### src/rtl/psu_pkg.sv
`timescale 1ns / 1ps

package psu_pkg;

	localparam int BYTE_W = 8;
	localparam int LINE_CFG_W = 14;
	localparam int PIX_CFG_W = 4;
	localparam int CFG_DATA_W = 14;
	localparam int REG_IDX_W = 1;

	// Configuration register indexes.
	localparam logic [REG_IDX_W-1:0] REG_LINE_BYTES = 1'd0;
	localparam logic [REG_IDX_W-1:0] REG_PIXEL_BYTES = 1'd1;

	// Row filter types. Anything above FILT_PAETH behaves as FILT_NONE.
	localparam logic [BYTE_W-1:0] FILT_NONE = 8'd0;
	localparam logic [BYTE_W-1:0] FILT_SUB = 8'd1;
	localparam logic [BYTE_W-1:0] FILT_UP = 8'd2;
	localparam logic [BYTE_W-1:0] FILT_AVERAGE = 8'd3;
	localparam logic [BYTE_W-1:0] FILT_PAETH = 8'd4;

	// Control carried from the input register into the reconstruction stage.
	typedef struct packed {
		logic              is_filter;
		logic [BYTE_W-1:0] ftype;
		logic              a_valid;
		logic              first_row;
		logic              last;
		logic [BYTE_W-1:0] data;
	} psu_ctl_t;

	// Paeth predictor: the neighbor closest to a + b - c, ties to a, then b.
	function automatic logic [BYTE_W-1:0] paeth_pick(
		input logic [BYTE_W-1:0] a,
		input logic [BYTE_W-1:0] b,
		input logic [BYTE_W-1:0] c
	);
		logic signed [10:0] p;
		logic signed [10:0] da;
		logic signed [10:0] db;
		logic signed [10:0] dc;
		p = $signed({3'b000, a}) + $signed({3'b000, b}) - $signed({3'b000, c});
		da = p - $signed({3'b000, a});
		db = p - $signed({3'b000, b});
		dc = p - $signed({3'b000, c});
		if (da < 0) da = -da;
		if (db < 0) db = -db;
		if (dc < 0) dc = -dc;
		if (da <= db && da <= dc) begin
			return a;
		end else if (db <= dc) begin
			return b;
		end
		return c;
	endfunction

endpackage

### src/rtl/psu_recon.sv
`timescale 1ns / 1ps

module psu_recon #(
	parameter int MAX_PIXEL_BYTES = 8,
	parameter int PW = (MAX_PIXEL_BYTES > 1) ? $clog2(MAX_PIXEL_BYTES) : 1
) (
	input  logic                    clk,
	input  logic                    arst_n,
	input  logic                    fire,
	input  psu_pkg::psu_ctl_t       ctl,
	input  logic [PW-1:0]           bpp_idx,
	input  logic [psu_pkg::BYTE_W-1:0] up_byte,
	output logic [psu_pkg::BYTE_W-1:0] res
);
	import psu_pkg::*;

	// Entry k holds the byte k+1 places back, in the current and previous row.
	logic [BYTE_W-1:0] left_q [MAX_PIXEL_BYTES];
	logic [BYTE_W-1:0] upleft_q [MAX_PIXEL_BYTES];

	logic [BYTE_W-1:0] a;
	logic [BYTE_W-1:0] b;
	logic [BYTE_W-1:0] c;
	logic [BYTE_W:0]   avg_sum;
	logic [BYTE_W-1:0] pred;

	always_comb begin
		a = ctl.a_valid ? left_q[bpp_idx] : '0;
		c = ctl.a_valid ? upleft_q[bpp_idx] : '0;
		b = ctl.first_row ? '0 : up_byte;
		avg_sum = {1'b0, a} + {1'b0, b};
		case (ctl.ftype)
			FILT_SUB:     pred = a;
			FILT_UP:      pred = b;
			FILT_AVERAGE: pred = avg_sum[BYTE_W:1];
			FILT_PAETH:   pred = paeth_pick(a, b, c);
			default:      pred = '0;
		endcase
		res = ctl.data + pred;
	end

	// A filter byte starts a row with empty neighbor history.
	always_ff @(posedge clk or negedge arst_n) begin
		if (!arst_n) begin
			for (int i = 0; i < MAX_PIXEL_BYTES; i++) begin
				left_q[i] <= '0;
				upleft_q[i] <= '0;
			end
		end else if (fire) begin
			if (ctl.is_filter) begin
				for (int i = 0; i < MAX_PIXEL_BYTES; i++) begin
					left_q[i] <= '0;
					upleft_q[i] <= '0;
				end
			end else begin
				for (int i = MAX_PIXEL_BYTES - 1; i > 0; i--) begin
					left_q[i] <= left_q[i-1];
					upleft_q[i] <= upleft_q[i-1];
				end
				left_q[0] <= res;
				upleft_q[0] <= b;
			end
		end
	end

endmodule

### config.mk
export PLATFORM = sky130hd
export DESIGN_NAME = psu_recon
export DESIGN_NICKNAME = d
export VERILOG_FILES = /design/src/rtl/psu_pkg.sv /design/src/rtl/psu_recon.sv
export SDC_FILE = /design/constraint.sdc
export NUM_CORES = 1
export LEC_CHECK = 0
export BUFFER_PORTS_ARGS = -buffer_cell sky130_fd_sc_hd__buf_2
export CORE_UTILIZATION = 55
export CTS_CLUSTER_DIAMETER = 50
export DETAILED_ROUTE_END_ITERATION = 8
export GPL_TIMING_DRIVEN = 0
export PLACE_DENSITY = 0.78
export SLEW_MARGIN = 20
export SYNTH_ARGS = -nofsm -noshare
export SYNTH_HDL_FRONTEND = slang
export SYNTH_SLANG_ARGS = --single-unit
### constraint.sdc
create_clock -name clk -period 19.9 [get_ports clk]
set_input_delay 2.985 -clock clk [delete_from_list [all_inputs] [get_ports clk]]
set_output_delay 2.985 -clock clk [all_outputs]
set_load 0.01 [all_outputs]
# ---- After elaboration in Yosys (flattened, before gate mapping)
# Cells that the tools add are included.
dict set report word_totals {
  register_bits 128
  latch_bits 0
  ramBits 0
  romBits 0
  inputBits 34
  mem_count 0
}
dict set report classes {
  n_addsub 10
  n_mul 0
  div 0
  magnitude_cmp 7
  eq_ne 4
  shift 0
  n_mux 24
  bitwise_logic 1
  reduce_logical 1
}
# cell n
set op_table {}
lappend op_table {{two-way mux 64 bit} 2}
lappend op_table {{two-way mux 8 bit} 10}
lappend op_table {{two-way mux 11 bit} 6}
lappend op_table {{binary-select mux 8 bit (select 3 bit)} 2}
lappend op_table {{less-or-equal comparator 11 bit} 3}
lappend op_table {{less-than comparator 11 x 1 -> 1 bit (second input constant)} 3}
lappend op_table {{negation 11 bit} 3}
lappend op_table {{subtractor 10 x 9 -> 11 bit} 3}
lappend op_table {{case mux 8 bit (4 select lines)} 1}
lappend op_table {{adder 8 x 8 -> 9 bit} 2}
lappend op_table {{equality test 8 x 2 -> 1 bit (second input constant)} 2}
lappend op_table {{subtractor 9 x 8 -> 10 bit} 1}
lappend op_table {{adder 8 bit} 1}
lappend op_table {{equality test 8 x 1 -> 1 bit (second input constant)} 1}
lappend op_table {{equality test 8 x 3 -> 1 bit (second input constant)} 1}
lappend op_table {{>= comparator 4 bit (second input constant)} 1}
lappend op_table {{NOT 3 -> 4 bit} 1}
lappend op_table {{two-way mux 1 bit} 3}
lappend op_table {{logical AND 1 bit} 1}

# ---- Logic depth before layout (Yosys ltp)
# Gate-level depths: netlist (run 1).
dict set report logic_depth {
  ltp_word 19
  depth_mapped 50
}

# ---- Worst setup path before layout (run 1)
# OpenSTA, ideal clock, no wires.
dict set report synth_path {
  kind {input to output}
  from {in bpp_idx[0]}
  to {out res[7] (netlist name)}
  arrival_time_ns 12.792
  path_slack_ns 4.123
  cell_stages 48
  n_path_buf 5
  cell_sequence {buf_6 -> clkbuf_1 -> buf_1 -> mux4_2 -> o21ai_0 -> nand2_1 -> inv_1 -> fa_1 -> ha_1 -> a21o_1 -> and4_1 -> o31a_1 -> o21a_1 -> nor2_1 -> xnor2_1 -> ha_1 -> or2_2 -> o22ai_1 -> (+12 left out) -> o211a_1 -> buf_6 -> a21o_1 -> buf_6 -> a211oi_1 -> o31ai_1 -> ha_1 -> a21o_1 -> a21oi_1 -> o21bai_1 -> a21oi_1 -> o21bai_1 -> a21oi_1 -> xnor2_1 -> and3_1 -> o2bb2ai_1 -> o211ai_1 -> nor3_1}
}
dict set report synth_via {
  elab_chain_cells 18
  elab_cells_between_ends 38
  cone_classes {10 x add/sub; 6 x order compare; 20 x mux; 1 x bitwise; 1 x reduce/logical}
}
# item line_no
set synth_rtl {}
lappend synth_rtl {{from (decl)} psu_recon.sv:11} ;# input logic [PW-1:0] bpp_idx,
lappend synth_rtl {{NOT 3 -> 4 bit (not written as such) *} {psu_recon.sv:28, psu_recon.sv:29}}
lappend synth_rtl {{binary-select mux 8 bit (select 3 bit)} psu_recon.sv:28} ;# a = ctl.a_valid ? left_q[bpp_idx] : '0;
lappend synth_rtl {{two-way mux 8 bit (not written as such) (2 in series)} psu_recon.sv:28}
lappend synth_rtl {{two-way mux 8 bit} psu_recon.sv:28}
lappend synth_rtl {{adder 8 x 8 -> 9 bit} {psu_pkg.sv:42, psu_recon.sv:31}}
lappend synth_rtl {{subtractor 9 x 8 -> 10 bit} psu_pkg.sv:42} ;# p = $signed({3'b000, a}) + $signed({3'b000, b}) - $signed({3'b000, c});
lappend synth_rtl {{subtractor 10 x 9 -> 11 bit, on equally long branches} {psu_pkg.sv:44, psu_pkg.sv:43, psu_pkg.sv:45}}
lappend synth_rtl {{negation 11 bit, or another cell as far along} psu_pkg.sv:47} ;# if (db < 0) db = -db;
lappend synth_rtl {{two-way mux 11 bit, on equally long branches} {psu_pkg.sv:47, psu_pkg.sv:46, psu_pkg.sv:48}}
lappend synth_rtl {{two-way mux 11 bit} psu_recon.sv:32} ;# case (ctl.ftype)
lappend synth_rtl {{less-or-equal comparator 11 bit, on equally long branches} {psu_pkg.sv:51, psu_pkg.sv:49}}
lappend synth_rtl {{two-way mux 1 bit / logical AND 1 bit (equally long branches)} {psu_pkg.sv:51, psu_pkg.sv:49}}
lappend synth_rtl {{two-way mux 1 bit} psu_pkg.sv:49} ;# if (da <= db && da <= dc) begin
lappend synth_rtl {{two-way mux 1 bit} psu_recon.sv:32}
lappend synth_rtl {{two-way mux 8 bit} psu_pkg.sv:54} ;# return c;
lappend synth_rtl {{case mux 8 bit (4 select lines) *} psu_recon.sv:32}
lappend synth_rtl {{adder 8 bit *} psu_recon.sv:39} ;# res = ctl.data + pred;
lappend synth_rtl {{to (decl)} psu_recon.sv:13} ;# output logic [psu_pkg::BYTE_W-1:0] res
# Mark *: on every way between the ends. The rest lies on a longest branch, timed or not. The select of a mux whose other input is x is not followed.

# ---- Final worst setup path (run 1)
# Ends and elaborated chain as after synthesis.

==> qor.csv, run 1 <==
metric,value,unit
"setup slack, reg-to-reg",9100,ps
pin count of the biggest net entering global routing,78,
Fin Clk Skew,6.09,ps
final hold viol count,0,
hold path cells,2,
fin crit period,18040,ps
gr usage total,0.296,
final slew viol count,0,
Slew HR,0.380,
Setup crit end kind,primary output,
most frequent cells in the layout,"inv_1, o21ai_0, dfrtp_1",
Rows,50,
post-synth top area cell,dfrtp_1,
Tightest Hold Check Type,reg2reg,
Critical Path Start Type,primary input,
drt via density,5.97,
Final WS setup,1860,ps
VDD IR max,0.0000663,V
Die X-Extent,142,µm
Total Nets Final,1408,
Post-synth ARST share,1.00,
Antenna diodes,0,
PostCTS Resize Cnt,0,
fmax,0.0554,GHz
Port Buf Inserts,37,
"Seq/Total Area, Yosys",0.298,
WP data arrival,15050,ps
critical path endpoint,res[7],
post-place instance area,0.0113,mm²
Seq cells post-synth,128,
# hold bufs at CTS,0,
critical path type,in2out,
WL per Instance,18.5,µm
Routed Wire Length,28.8,mm
HPWL after DPL,21.8,mm
Fillers,1577,
Starting Density,0.568,
Max-Cap Viols,0,
Post-Syn Nets,1351,
Final setup viols,0,
total of warnings raised by yosys,0,
Pwr Density,123,mW/mm²
CTS tree,yes,
Setup crit start,bpp_idx[0],
Worst EP required,16910,ps
1st-pass router iterations,6,
Clock Sinks,128,
first-pass GRT wire length,46.4,mm
"Remaining Overflow, GRT",0,
Sequential Area,0.00320,mm²
outcome,"finished, final reports clean",
Post-synth EDFFs,0,
Finished Cell Area,0.0119,mm²
I/O pin cnt,42,
CTS H-tree depth,4,
area of the multi-input gates,0.00660,mm²
clk buf depth,2,
dpl ws,1830,ps
via count,9300,
placed insts,1527,
RSZ-0062 raised after global routing,no,
Pleak,5.00,nW
Mean Syn Cell Area,8.74,µm²
Core Area,0.0189,mm²
"most common cell after layout, fill and taps aside",inv_1,
Synth area leaders,"dfrtp_1, ha_1, nand3b_1",
Reg-to-Reg Start,upleft_q[50],
crit-path max FO,10,
Syn Inst Count,1229,
share of the synthesized area in the top cell type,0.298,
Post-route DRC,0,
Clock transition at path regs,60,ps
reg2reg end,left_q[63],
worst reg2reg path depth,43,
Layout area overhead,10.7,%
antenna violations before repair,1,
"Top FF cell, synth",dfrtp_1,
vias in the first global route,9043,
Cell variety after synth,71,
routability cong.,0.910,
fraction of layout cells with a size suffix above 1,0.102,
Die Y,142,µm
Clock Latency Late Sink,420,ps
Post-DRT Antenna Nets,0,
CTS Buf Count,17,
post-CTS setup buffer count,0,
worst-margin pin slew,930,ps
largest stage delay on the critical path,730,ps
CP max stage cell,buf_1,
period utilisation layout,0.906,
initial DRC count,875,
Post-Synthesis Cell Area,0.0107,mm²
Post-Layout Cell Count,1558,
full die area,0.0201,mm²
CTS Root Cell,clkbuf_16,
setup TNS,0,ps
flip-flops by register name (all words and copies together) (netlist names):
| signal | cells |
|---|---|
| left_q | 64 |
| upleft_q | 64 |
cell families (layout without fill, tap and decap cells):
kind of cell             after synthesis  in the layout  synth area share
adder cells (fa/ha/maj)               88             88             0.112
other                                  2              2          0.000699
flip-flops                           128            128             0.298
buffers and inverters                246            315            0.0883
multiplexers                          46             46            0.0804
XOR/XNOR                              53             53            0.0432
AND/OR/NAND/NOR                      340            340             0.189
AO/OA/AOI/OAI                        326            326             0.188
worst min path at each step:
stage | from | endpoint | slack [ps]
after CTS | upleft_q[36] | upleft_q[28] | 530
after global placement | left_q[57] | left_q[49] | 500
final | upleft_q[44] | upleft_q[36] | 530
after global routing | upleft_q[1] | upleft_q[1] | 560
after floorplan | left_q[63] | left_q[63] | 470
after detailed placement | upleft_q[45] | upleft_q[37] | 500
critical path: cells and delay by family:
family,cells,cell delay (ps)
simple gates,8,1260
fa+ha+maj,5,1910
buf+inv,7,2060
compound gates,23,5810
xor+xnor,2,410
mux,1,580
cell usage after synthesis (8+ instances only):
library cell,count
nand2b_1,18
a21oi_1,48
fa_1,13
dfrtp_1,128
inv_1,180
o22ai_1,12
o31ai_1,11
mux4_2,32
a21o_1,16
xnor2_1,35
nand2_1,48
clkbuf_1,52
nor2b_1,21
nand3b_1,119
o21bai_1,9
mux2i_1,12
nor3_1,17
a211oi_1,22
xor2_1,18
o21ai_0,151
buf_1,8
nor2_1,58
ha_1,75
o21a_1,9
cell type report:
type,count,share of cell area
clock inverters,14,0.0141
clock buffers,17,0.0358
well taps,260,0.0274
plain buffers,65,0.0226
repair buffers,38,0.0187
flip-flops and latches,128,0.269
multi-input cells,855,0.555
inverters,181,0.0571
report_power, final:
part | internal [mW] | leakage (nW) | total [mW] | switching [mW]
Combinational | 0.354 | 2.95 | 0.867 | 0.513
Clock | 0.196 | 0.285 | 0.314 | 0.118
Sequential | 0.269 | 1.77 | 0.277 | 0.00735
Total | 0.819 | 5.00 | 1.46 | 0.639
per-stage QoR:
stage	hold WS, ps	power [mW]	util
after floorplan	474	0.942	-
after global placement	498	1.11	0.595
after detailed placement	503	1.13	0.598
after CTS	529	1.45	0.629
after global routing	562	1.57	0.629
final	535	1.46	0.629
metal layers:
metal / vias up / track usage / wire, µm
li1: 4435 / - / -
met1: 4458 / 0.380 / 12200
met2: 332 / 0.497 / 13800
met3: 73 / 0.0459 / 1610
met4: 2 / 0.127 / 1150
met5: - / 0 / 14
Note: power is estimated with default switching activity, not from simulation.
==> inputs of run 2 (changes only) <==
CORE_MARGIN = 2   (was default)
RECOVER_POWER = 100   (was default)
==> qor.csv, run 2 (same netlist as run 1, synthesis figures left out) <==
metric,value,unit,change
Comb power frac,0.586,,was 0.595
drt via density,5.99,,was 5.97
period utilisation layout,0.919,,was 0.906
most frequent cells in the layout,"inv_1, o21ai_0, dfrtp_1",,unchanged
initial DRC count,780,,was 875
PostCTS Resize Cnt,0,,unchanged
setup TNS,0,ps,unchanged
Starting Density,0.555,,was 0.568
Clock Latency Late Sink,420,ps,about the same
fmax,0.0547,GHz,was 0.0554 GHz
WL per Instance,18.4,µm,was 18.5 µm
met2 wire length,13.9,mm,was 13.8 mm
Routed Wire Length,28.7,mm,was 28.8 mm
Port Buf Inserts,37,,unchanged
WP data arrival,15300,ps,was 15050 ps
Worst EP required,16910,ps,about the same
CTS Root Cell,clkbuf_16,,unchanged
Layout area overhead,10.4,%,was 10.7%
Fin Clk Skew,8.00,ps,was 6.09 ps
failing checks,"capacitance limit, slew limit",,
1st-pass router iterations,5,,was 6
Final setup viols,0,,unchanged
Sw Pwr,636,µW,was 639 µW
full die area,0.0207,mm²,was 0.0201 mm²
Max-Cap Viols,2,,was 0
Final WS setup,1620,ps,was 1860 ps
Total Nets Final,1408,,unchanged
# hold bufs at CTS,0,,unchanged
first-pass GRT wire length,45.7,mm,was 46.4 mm
Clock transition at path regs,60,ps,about the same
switching share of total power,0.434,,was 0.438
post-CTS setup buffer count,0,,unchanged
final slew viol count,131,,was 0
Setup crit end kind,primary output,,unchanged
sequential share of power,0.189,,was 0.190
"most common cell after layout, fill and taps aside",inv_1,,unchanged
CTS Buf Count,17,,unchanged
RSZ-0062 raised after global routing,no,,unchanged
final hold viol count,0,,unchanged
Core Area,0.0193,mm²,was 0.0189 mm²
clk buf depth,2,,unchanged
fraction of layout cells with a size suffix above 1,0.0893,,was 0.102
Die Y,144,µm,was 142 µm
antenna violations before repair,0,,was 1
worst-margin pin slew,5030,ps,was 930 ps
critical path type,in2out,,unchanged
I/O pin cnt,42,,unchanged
HPWL after DPL,21.8,mm,about the same
Antenna diodes,0,,unchanged
Tightest Hold Check Type,reg2reg,,unchanged
internal power,828,µW,was 819 µW
clock share of power,0.225,,was 0.215
Total Power,1.46,mW,about the same
"Remaining Overflow, GRT",0,,unchanged
gr usage total,0.285,,was 0.296
wl on met1,12.1,mm,was 12.2 mm
largest stage delay on the critical path,750,ps,was 730 ps
dpl ws,1950,ps,was 1830 ps
Critical Path Most Common Cell,a21o_1,,
CP max stage cell,buf_1,,unchanged
VDD IR max,0.0000761,V,was 0.0000663 V
met3 routed WL,1.66,mm,was 1.61 mm
Post-DRT Antenna Nets,0,,unchanged
Critical Path Start Type,primary input,,unchanged
CTS H-tree depth,4,,unchanged
Pwr Density,124,mW/mm²,was 123 mW/mm²
Rows,51,,was 50
Die X-Extent,144,µm,was 142 µm
crit-path max FO,10,,unchanged
fin crit period,18280,ps,was 18040 ps
Pleak,4.96,nW,was 5.00 nW
Slew HR,-2.35,,was 0.380
via count,9370,,was 9300
Clock Sinks,128,,unchanged
vias in the first global route,8946,,was 9043
Top Registers,"left_q x64, upleft_q x64",,unchanged
hold slack,517,ps,was 535 ps
Post-route DRC,0,,unchanged
outcome,"complete, but fails checks",,"was finished, final reports clean"
pin count of the biggest net entering global routing,96,,was 78
CTS tree,yes,,unchanged
routability cong.,0.942,,was 0.910
DR top layer,met4,,was met5
run 2: cell count changes in the layout (fill, tap and decap cells not counted), sizes merged:
cell / delta
clkinv: -2
bufinv: +1
clkinvlp: -1
buf: -13
clkbuf: +16
run 2: through the flow:
| stage | utilization | std cells | instance area, µm² |
|---|---|---|---|
| after floorplan | - | 1229 | 10700 |
| after global placement | 0.582 | 1531 | 11300 |
| after detailed placement | 0.584 | 1532 | 11300 |
| after CTS | 0.616 | 1564 | 11900 |
| after global routing | 0.613 | 1564 | 11900 |
| final | 0.613 | 1564 | 11900 |
run 2: worst max-delay path, delay by kind of cell:
family / cells / cell delay, ps
compound gates: 23 / 5640
xor+xnor: 2 / 590
fa+ha+maj: 5 / 1960
buf+inv: 6 / 2230
mux: 1 / 590
simple gates: 8 / 1250
run 2: layout make-up:
cell class                 count  area [µm²]
tap                          265         332
multi-input combinational    855        6580
clock buffer                  20         437
inverter                     181         679
timing repair buffer          38         176
clock inverter                12         184
buffer                        65         262
sequential                   128        3200
fill                        1656        7480
run 2: power by group through the flow:
stage / registers, mW / clock network [mW] / logic, mW
after global placement: 0.281 / 0 / 0.827
after CTS: 0.277 / 0.331 / 0.858
final: 0.277 / 0.330 / 0.858
after global routing: 0.278 / 0.341 / 0.951
after floorplan: 0.278 / 0 / 0.664
after detailed placement: 0.281 / 0 / 0.852
run 2: path summary, 6_finish.rpt:
| path | slack (ps) | end | depth (start not counted) | startpoint |
|---|---|---|---|---|
| worst max register to register | 8750 | left_q[63] | 45 | upleft_q[16] |
| worst min register to register | 520 | left_q[49] | 2 | left_q[57] |
| min in group asynchronous | 3050 | left_q[63] | 1 | arst_n |
| max in group asynchronous | 11280 | upleft_q[44] | 2 | arst_n |
| worst min-delay path | 520 | left_q[49] | 2 | left_q[57] |
| worst max-delay path | 1620 | res[7] | 45 | bpp_idx[0] |
run 2: metal layers:
metal | up-vias | track usage
li1 | 4443 | -
met1 | 4514 | 0.371
met2 | 349 | 0.477
met3 | 64 | 0.0360
met4 | 0 | 0.128
met5 | - | 0
==> inputs of run 3 (changes only) <==
==> constraint.sdc (replaced) <==
create_clock -name clk -period 19.9 [get_ports clk]
set_input_delay 0.995 -clock clk [delete_from_list [all_inputs] [get_ports clk]]
set_output_delay 0.995 -clock clk [all_outputs]
set_load 0.01 [all_outputs]
==> qor.csv, run 3 (same netlist as run 1, synthesis figures left out) <==
metric,value,unit,change
Top Registers,"left_q x64, upleft_q x64",,unchanged
setup TNS,0,ps,unchanged
Final setup viols,0,,unchanged
Die X-Extent,144,µm,unchanged
HPWL after DPL,21.8,mm,unchanged
Pleak,4.95,nW,was 4.96 nW
routability cong.,0.942,,unchanged
gr usage total,0.285,,unchanged
vias in the first global route,8946,,unchanged
Clock Sinks,128,,unchanged
Post-route DRC,0,,unchanged
reg2reg end,left_q[63],,unchanged
Post-DRT Antenna Nets,0,,unchanged
"Buf+Inv Stages, Crit Path",7,,was 6
worst-margin pin slew,5040,ps,was 5030 ps
Routed Wire Length,28.9,mm,was 28.7 mm
first-pass GRT wire length,45.7,mm,unchanged
I/O pin cnt,42,,unchanged
Tightest Hold Check Type,reg2reg,,unchanged
antenna violations before repair,0,,unchanged
post-place instance area,0.0113,mm²,unchanged
Starting Density,0.555,,unchanged
Layout area overhead,10.2,%,was 10.4%
most frequent cells in the layout,"inv_1, o21ai_0, dfrtp_1",,unchanged
Pwr Density,123,mW/mm²,was 124 mW/mm²
Slew HR,-2.36,,was -2.35
CTS tree,yes,,unchanged
crit-path max FO,10,,unchanged
hold endpoint,left_q[49],,unchanged
hold path start,left_q[57],,unchanged
"CP delay by family, top",compound AO/OA/AOI/OAI gates,,unchanged
Finished Cell Area,0.0118,mm²,was 0.0119 mm²
Total Power,1.46,mW,about the same
fmax,0.0665,GHz,was 0.0547 GHz
Rows,51,,unchanged
Max-Cap Viols,2,,unchanged
WP data arrival,14050,ps,was 15300 ps
Die Y,144,µm,unchanged
hold path cells,2,,unchanged
final slew viol count,131,,unchanged
failing checks,"capacitance limit, slew limit",,unchanged
CP max stage cell,buf_1,,unchanged
final hold viol count,0,,unchanged
clk buf depth,2,,unchanged
outcome,"complete, but fails checks",,unchanged
PostCTS Resize Cnt,0,,unchanged
RSZ-0062 raised after global routing,no,,unchanged
Total Nets Final,1408,,unchanged
pin count of the biggest net entering global routing,96,,unchanged
Reg-to-Reg Start,upleft_q[34],,was upleft_q[16]
Critical Path Most Common Cell,a21o_1,,unchanged
Fin Clk Skew,7.34,ps,was 8.00 ps
VDD IR max,0.0000755,V,was 0.0000761 V
fin crit period,15040,ps,was 18280 ps
"most common cell after layout, fill and taps aside",inv_1,,unchanged
CTS H-tree depth,4,,unchanged
# hold bufs at CTS,0,,unchanged
Port Buf Inserts,37,,unchanged
period utilisation layout,0.756,,was 0.919
1st-pass router iterations,5,,unchanged
Critical Path Start Type,primary input,,unchanged
initial DRC count,735,,was 780
via count,9378,,was 9370
CTS Root Cell,clkbuf_16,,unchanged
Setup crit end kind,primary output,,unchanged
Clock transition at path regs,60,ps,about the same
"Remaining Overflow, GRT",0,,unchanged
critical path type,in2out,,unchanged
Core Area,0.0193,mm²,unchanged
WL per Instance,18.5,µm,was 18.4 µm
Clock Latency Late Sink,420,ps,about the same
"setup slack, reg-to-reg",8380,ps,was 8750 ps
Worst EP required,18910,ps,was 16910 ps
drt via density,6.00,,was 5.99
worst reg2reg path depth,43,,was 45
full die area,0.0207,mm²,unchanged
CTS Buf Count,17,,unchanged
post-CTS setup buffer count,0,,unchanged
fraction of layout cells with a size suffix above 1,0.0870,,was 0.0893
largest stage delay on the critical path,750,ps,about the same
Setup crit start,bpp_idx[0],,unchanged
Antenna diodes,0,,unchanged
[run 3: cell count changes in the layout (fill, tap and decap cells not counted)]
cell,delta
buf_6,-2
clkbuf_1,+2
a2111oi_0,+1
a2111oi_2,-1
[run 3: cell type report]
type                            count  area (µm²)
Fill cell                        1659        7500
Clock buffer                       20         437
Tap cell                          265         332
Inverter                          181         679
Buffer                             65         246
Sequential cell                   128        3200
Timing Repair Buffer               38         176
Clock inverter                     12         184
Multi-Input combinational cell    855        6580
[run 3: worst max path at each step]
stage               slack (ps)      to  cells past startpoint
global placement          6170  res[7]                     46
CTS                       5900  res[7]                     46
finish                    4860  res[7]                     46
global route              3860  res[7]                     48
detailed placement        5930  res[7]                     46
floorplan                 8100  res[7]                     48
[run 3: metrics by stage]
stage | std cells | setup WS, ps | hold slack, ps | utilization
6_report | 1564 | 4860 | 519 | 0.612
3_3_place_gp | 1531 | 6170 | 485 | 0.582
2_1_floorplan | 1229 | 8100 | 474 | -
3_5_place_dp | 1532 | 5930 | 499 | 0.584
4_1_cts | 1564 | 5900 | 437 | 0.616
5_1_grt | 1564 | 3860 | 539 | 0.612
[run 3: metal layers]
layer / routed length, µm / global-route usage / share of wire
met5: 0 / 0 / 0
met4: 1110 / 0.128 / 0.038
met3: 1590 / 0.0360 / 0.055
met2: 13900 / 0.477 / 0.48
met1: 12300 / 0.371 / 0.43
[run 3: power by group]
part	total [mW]	internal, mW	switching (mW)
combinational	0.852	0.344	0.508
sequential	0.277	0.269	0.00768
clock	0.330	0.210	0.120
total	1.46	0.824	0.635
[run 3: tightest hold or removal path: stages, from the launching register on]
cell and delay [ps]:
dfrtp_1 340, nand3b_1 70, o21ai_0 70
